**config.mk**
```make
export PLATFORM = sky130hd
export DESIGN_NAME = prt_csr
export DESIGN_NICKNAME = d
export VERILOG_FILES = /design/src/assert_macros.svh /design/src/prt_pkg.sv /design/src/prt_csr.sv
export SDC_FILE = /design/constraint.sdc
export NUM_CORES = 1
export LEC_CHECK = 0
export BUFFER_PORTS_ARGS = -buffer_cell sky130_fd_sc_hd__buf_2
export CAP_MARGIN = 10
export CORE_ASPECT_RATIO = 1.1
export CORE_MARGIN = 2
export CORE_UTILIZATION = 35
export DETAILED_ROUTE_END_ITERATION = 16
export PLACE_DENSITY_LB_ADDON = 0.25
export SYNTH_ARGS = -nofsm -noshare
export SYNTH_HDL_FRONTEND = slang
export SYNTH_SLANG_ARGS = --single-unit
```
**constraint.sdc**
```tcl
create_clock -name clock -period 1.25 [get_ports clock]
set_clock_uncertainty 0.1 [all_clocks]
set_input_delay 0.0625 -clock clock [delete_from_list [all_inputs] [get_ports clock]]
set_output_delay 0.0625 -clock clock [all_outputs]
set_load 0.02 [all_outputs]
```
**src/assert_macros.svh**
```systemverilog
// shared assertion macros for the request table
`ifndef ASSERT_MACROS_SVH
`define ASSERT_MACROS_SVH

`ifndef NO_ASSERTIONS

// expression holds on every clock edge outside reset
`define PRT_ASSERT(label, clk, rst, expr) \
   label: assert property (@(posedge clk) disable iff (rst) (expr)) \
      else $error("assertion failed");

// antecedent implies consequent in the same cycle
`define PRT_IMPLY(label, clk, rst, ante, cons) \
   label: assert property (@(posedge clk) disable iff (rst) (ante) |-> (cons)) \
      else $error("assertion failed");

// antecedent implies consequent in the next cycle
`define PRT_NEXT(label, clk, rst, ante, cons) \
   label: assert property (@(posedge clk) disable iff (rst) (ante) |=> (cons)) \
      else $error("assertion failed");

`else

`define PRT_ASSERT(label, clk, rst, expr)
`define PRT_IMPLY(label, clk, rst, ante, cons)
`define PRT_NEXT(label, clk, rst, ante, cons)

`endif

`endif

```
**src/prt_pkg.sv**
```systemverilog
package prt_pkg;

   localparam int MODES    = 8;
   localparam int MODE_W   = 3;
   localparam int PRIO_W   = 8;
   localparam int SERIAL_W = 64;
   localparam int SOURCE_W = 8;
   localparam int HANDLE_W = 4;
   localparam int SLOT_W   = 4;
   localparam int COUNT_W  = 5;
   localparam int STATUS_W = 3;
   localparam int OP_W     = 3;

   localparam int DEFAULT_SLOTS       = 16;
   localparam int DEFAULT_SOURCE_BITS = 8;

   localparam int CSR_DATA_W = 64;
   localparam int CSR_ADDR_W = 5;
   localparam int REG_IDX_W  = 2;

   localparam logic [REG_IDX_W-1:0] REG_ENABLED    = 2'd0;
   localparam logic [REG_IDX_W-1:0] REG_MODE_MASK  = 2'd1;
   localparam logic [REG_IDX_W-1:0] REG_PRIORITIES = 2'd2;
   localparam logic [REG_IDX_W-1:0] REG_FALLBACK   = 2'd3;

   localparam logic [STATUS_W-1:0] ST_OK        = 3'd0;
   localparam logic [STATUS_W-1:0] ST_DISABLED  = 3'd1;
   localparam logic [STATUS_W-1:0] ST_BAD_MODE  = 3'd2;
   localparam logic [STATUS_W-1:0] ST_FULL      = 3'd3;
   localparam logic [STATUS_W-1:0] ST_EXHAUSTED = 3'd4;
   localparam logic [STATUS_W-1:0] ST_NOT_FOUND = 3'd5;

   localparam logic [COUNT_W-1:0] COUNT_MAX = 5'd31;

   typedef enum logic [OP_W-1:0] {
      OP_ACQUIRE     = 3'd0,
      OP_RELEASE     = 3'd1,
      OP_RELEASE_SRC = 3'd2,
      OP_QUERY       = 3'd3,
      OP_COUNT       = 3'd4,
      OP_IS_ACTIVE   = 3'd5
   } op_type;

   typedef enum logic [1:0] {
      CTRL_IDLE,
      CTRL_RUN,
      CTRL_FINISH
   } ctrl_state_type;

   typedef struct packed {
      logic [OP_W-1:0]     req_type;
      logic [MODE_W-1:0]   mode;
      logic [SOURCE_W-1:0] source_id;
      logic [HANDLE_W-1:0] handle_slot;
   } req_item_type;

   typedef struct packed {
      logic [STATUS_W-1:0] status;
      logic [SLOT_W-1:0]   slot;
      logic [MODE_W-1:0]   active_mode;
      logic [COUNT_W-1:0]  count;
      logic                is_winner;
   } rsp_item_type;

   typedef struct packed {
      logic                       enabled;
      logic [MODES-1:0]           present_mask;
      logic [MODES*PRIO_W-1:0]    priorities;
      logic [MODE_W-1:0]          fallback_mode;
   } cfg_type;

   // request fields broadcast to every cell while a pass runs
   typedef struct packed {
      op_type              op;
      logic [MODE_W-1:0]   mode;
      logic [SOURCE_W-1:0] source_id;
      logic [HANDLE_W-1:0] handle_slot;
      logic [SERIAL_W-1:0] serial;
      logic                claim_en;
   } cmd_type;

   // running result handed from cell to cell
   typedef struct packed {
      logic                claimed;
      logic [SLOT_W-1:0]   claim_slot;
      logic                released;
      logic                hs_used;
      logic                hs_mode_ok;
      logic [COUNT_W-1:0]  count;
      logic                best_valid;
      logic [PRIO_W-1:0]   best_prio;
      logic [SERIAL_W-1:0] best_serial;
      logic [SLOT_W-1:0]   best_slot;
      logic [MODE_W-1:0]   best_mode;
      logic                best_is_hs;
   } pass_type;

endpackage

```
**src/prt_csr.sv**
```systemverilog
module prt_csr (
   input  logic                               clock,
   input  logic                               reset,
   input  logic                               csr_psel,
   input  logic                               csr_penable,
   input  logic                               csr_pwrite,
   input  logic [prt_pkg::CSR_ADDR_W-1:0]     csr_paddr,
   input  logic [prt_pkg::CSR_DATA_W-1:0]     csr_pwdata,
   output logic [prt_pkg::CSR_DATA_W-1:0]     csr_prdata,
   output logic                               csr_pready,
   output prt_pkg::cfg_type                   cfg
);

   logic                                           enabled_ff, enabled_in;
   logic [prt_pkg::MODES-1:0]                      mask_ff, mask_in;
   logic [prt_pkg::MODES*prt_pkg::PRIO_W-1:0]      prio_ff, prio_in;
   logic [prt_pkg::MODE_W-1:0]                     fallback_ff, fallback_in;
   logic                                           wr_en;
   logic [prt_pkg::REG_IDX_W-1:0]                  reg_idx;

   assign csr_pready = 1'b1;
   assign wr_en      = csr_psel && csr_penable && csr_pwrite;
   assign reg_idx    = csr_paddr[prt_pkg::CSR_ADDR_W-1:3];

   always_comb begin
      enabled_in  = enabled_ff;
      mask_in     = mask_ff;
      prio_in     = prio_ff;
      fallback_in = fallback_ff;
      if (wr_en) begin
         unique case (reg_idx)
            prt_pkg::REG_ENABLED:    enabled_in  = csr_pwdata[0];
            prt_pkg::REG_MODE_MASK:  mask_in     = csr_pwdata[prt_pkg::MODES-1:0];
            prt_pkg::REG_PRIORITIES: prio_in     =
               csr_pwdata[prt_pkg::MODES*prt_pkg::PRIO_W-1:0];
            prt_pkg::REG_FALLBACK:   fallback_in = csr_pwdata[prt_pkg::MODE_W-1:0];
            default: ;
         endcase
      end
   end

   always_comb begin
      csr_prdata = '0;
      unique case (reg_idx)
         prt_pkg::REG_ENABLED:    csr_prdata[0] = enabled_ff;
         prt_pkg::REG_MODE_MASK:  csr_prdata[prt_pkg::MODES-1:0] = mask_ff;
         prt_pkg::REG_PRIORITIES: csr_prdata[prt_pkg::MODES*prt_pkg::PRIO_W-1:0] = prio_ff;
         prt_pkg::REG_FALLBACK:   csr_prdata[prt_pkg::MODE_W-1:0] = fallback_ff;
         default: ;
      endcase
   end

   always_ff @(posedge clock) begin
      if (reset) begin
         enabled_ff  <= 1'b0;
         mask_ff     <= '0;
         prio_ff     <= '0;
         fallback_ff <= '0;
      end else begin
         enabled_ff  <= enabled_in;
         mask_ff     <= mask_in;
         prio_ff     <= prio_in;
         fallback_ff <= fallback_in;
      end
   end

   assign cfg.enabled       = enabled_ff;
   assign cfg.present_mask  = mask_ff;
   assign cfg.priorities    = prio_ff;
   assign cfg.fallback_mode = fallback_ff;

endmodule

```
==> impl_metrics.toml <==
[outcome]
status = "finished, violations left"
violations = "setup timing"

[grt]
grt_max_degree = 75
antenna_found_initial = 0
grtUsageTotal = 0.1871
grt_pass1_wl_um = 18590
grt_overflow_total = 0
grt_pass1_vias = 3723

[layout]
fin_area_um2 = 6719
final_cells = 841
drive_gt1_frac = 0.3948
area_growth_pct = 68.08
n_antenna_cell = 0
nNetsFinal = 769
final_util = 0.6102

[worst_setup_path]
start_kind = "flop"
crit_fanout = 3
worst_setup_path_end_kind = "output port"
r2r_cells = 2
path_class = "reg2out"
crit_required_ns = 1.09
rrSetupSlack_ns = 0.51
r2r-start = "enabled_ff$_SDFFE_PP0P_"
crit_arrival_ns = 1.25
worstReg2RegEnd = "enabled_ff$_SDFFE_PP0P_"

[drt]
wl_per_cell_um = 14.11
wirelength_um = 11870
avgViaCountPerCell = 4.473
ant_nets = 0
vias = 3762
drc = 0
first_pass_iters = 5
drt_iter0_drc = 159

[timing]
fin_crit_sh = 1.132
period_needed_ns = 1.415
hold_violations = 0
slew_violations = 0
fmax_mhz = 706.9
fin_ws_ns = -0.1647
grt_setup_unrepaired = "yes"
setup_violations = 3

[yosys]
synth_xor_area_frac = 0
synthAdderAreaFrac = 0.01878
ys.warnings.count = 0
synth_compound_gate_area_share = 0.01690
synth-simple-area-share = 0.3255
synth-seq-cells = 76
seq_area_frac_synth = 0.3806
syn_area_um2 = 3998
synthDistinctLibCells = 19
synth.avg_cell_area_um2 = 9.750
muxShareOfSynthArea = 0.1928
synth_top_family_by_area = "simple AND/OR/NAND/NOR gates"
syn_inst = 410
synth_nets = 490

[pwr]
ir_drop_v = 0.0007140
power.share.clock = 0.489
p_seq_frac = 0.383
p_per_area_nw_per_um2 = 964.9
combPwrFrac = 0.129
intPower_w = 0.005153
p_sw_w = 0.001330
switching_share = 0.2051
leakagePower_nw = 3.097

[min_path]
hold_class = "in2reg"
worstHoldPathCells = 3
whs_endpoint = "mask_ff[0]$_SDFFE_PP0P_"
min-delay-start = "csr_pwdata[0]"

[floorplan]
die_h_um = 116.1
die-area_um2 = 12290
die_x_um = 105.9
placementRows = 40
ios = 215
core_area_um2 = 11010
start_util = 0.3631

[clock_network]
clk_pin_slew_ns = 0.05
insertion_delay_ns = 0.33
cts_tree = "yes"
cts_max_level = 3
cts_sinks = 76
cts_buffers = 9
clock_path_buffers = 2
cts_root_buf = "clkbuf_16"

[flow_run]
maxCapViolations = 0

[placement]
portBuffers = 210
place.detailed.hpwl_um = 7181
placed_cells = 752
pre_cts_ws_ns = -0.1119
routabilityCongestion = 0.7395
dpl_cell_area_um2 = 5191
-- cell families (layout without fill, tap and decap cells) --
family,Yosys count,in the layout
and+or+nand+nor,207,207
muxes,77,77
DFF,76,76
buffers and inverters,35,319
AOI/OAI and AO/OA,8,8
adders and majority gates,6,6
other,1,1
-- flip-flops by register name, summed over array words and instances (netlist names) --
signal / count
prio_ff: 64
mask_ff: 8
fallback_ff: 3
enabled_ff: 1
-- routing by layer --
layer | track usage | share of wire | routed length, µm
met1 | 0.2324 | 0.44 | 5172
met4 | 0.06930 | 0.013 | 157
met5 | 0 | 0 | 0
met3 | 0.02790 | 0.054 | 638
met2 | 0.3312 | 0.50 | 5901
-- stage by stage --
step / hold WS [ns] / setup TNS (ns) / total power, W
3_3_place_gp: 0.2234 / -3.286 / 0.003086
6_report: 0.02003 / -0.3806 / 0.006483
5_1_grt: 0.03850 / -0.5614 / 0.006732
3_5_place_dp: 0.2304 / -6.842 / 0.003095
4_1_cts: 0.004451 / -0.4479 / 0.006524
2_1_floorplan: 0.1178 / 0 / 0.002854
-- worst max path at each step --
stage,slack (ns),to,cells past startpoint,start
final,-0.16,csr_prdata[0],3,mask_ff[0]$_SDFFE_PP0P_
after detailed placement,-0.11,prio_ff[52]$_SDFFE_PP0P_,6,csr_paddr[3]
after global placement,-0.06,csr_prdata[4],7,csr_paddr[4]
after floorplan,0.002,csr_prdata[0],6,csr_paddr[3]
after CTS,-0.18,csr_prdata[0],3,mask_ff[0]$_SDFFE_PP0P_
after global routing,-0.19,csr_prdata[0],3,mask_ff[0]$_SDFFE_PP0P_
-- placed cells by master, fill, tap and decap left out, types with 3 or more instances in the layout --
cell / n
buf_2: 167
dfxtp_1: 65
bufinv_16: 4
and2_4: 3
a222oi_1: 3
buf_16: 3
buf_12: 7
buf_4: 16
mux2i_1: 77
nand2b_1: 140
clkbuf_16: 11
dfxtp_2: 11
a22oi_2: 5
buf_6: 39
ha_1: 3
ha_4: 3
dlygate4sd3_1: 66
nor2b_1: 4
and2_1: 53
-- layout make-up --
class / instances / area [µm²]
multi-input cells: 299 / 2291
repair buffers: 300 / 2328
flip-flops and latches: 76 / 1535
clock buffers: 12 / 246.5
well taps: 147 / 183.9
clock inverters: 4 / 120.1
inverters: 3 / 13.76
fillers: 914 / 4292
-- repair_timing --
action                     in CTS  in global routing
cloned                          3                  2
pin swaps                       0                  1
setup endpoints to repair      61                 49
hold buffers                   66                  0
setup buffers                   2                  1
hold endpoints to repair       73                  0
resized for setup              87                 27
-- synth_stat cells, drive strengths merged --
| cell type | number | share of area |
|---|---|---|
| nand2b | 140 | 0.22 |
| and2 | 56 | 0.088 |
| nor2 | 2 | 0.0019 |
| ha | 6 | 0.019 |
| nor2b | 5 | 0.0078 |
| and4 | 1 | 0.0028 |
| buf | 12 | 0.043 |
| conb | 1 | 0.00094 |
| mux2i | 77 | 0.19 |
| clkbuf | 20 | 0.019 |
| a222oi | 3 | 0.0075 |
| nand4 | 3 | 0.0063 |
| a22oi | 5 | 0.0094 |
| dfxtp | 76 | 0.38 |
| inv | 3 | 0.0028 |
-- worst max-delay path, cell delays in order (launching register included) --
cell and delay (ns):
dfxtp_1 0.34, a222oi_1 0.31, mux2i_1 0.11, buf_2 0.17
-- power groups by stage --
stage	Sequential [W]	Combinational, W	Clock (W)
final	0.00248	0.000835	0.00317
after global routing	0.00248	0.000896	0.00335
after CTS	0.00248	0.000801	0.00324
after detailed placement	0.00253	0.000565	0
after global placement	0.00253	0.000556	0
after floorplan	0.00256	0.000289	0
No activity file was read; power rests on OpenSTA's default activity.
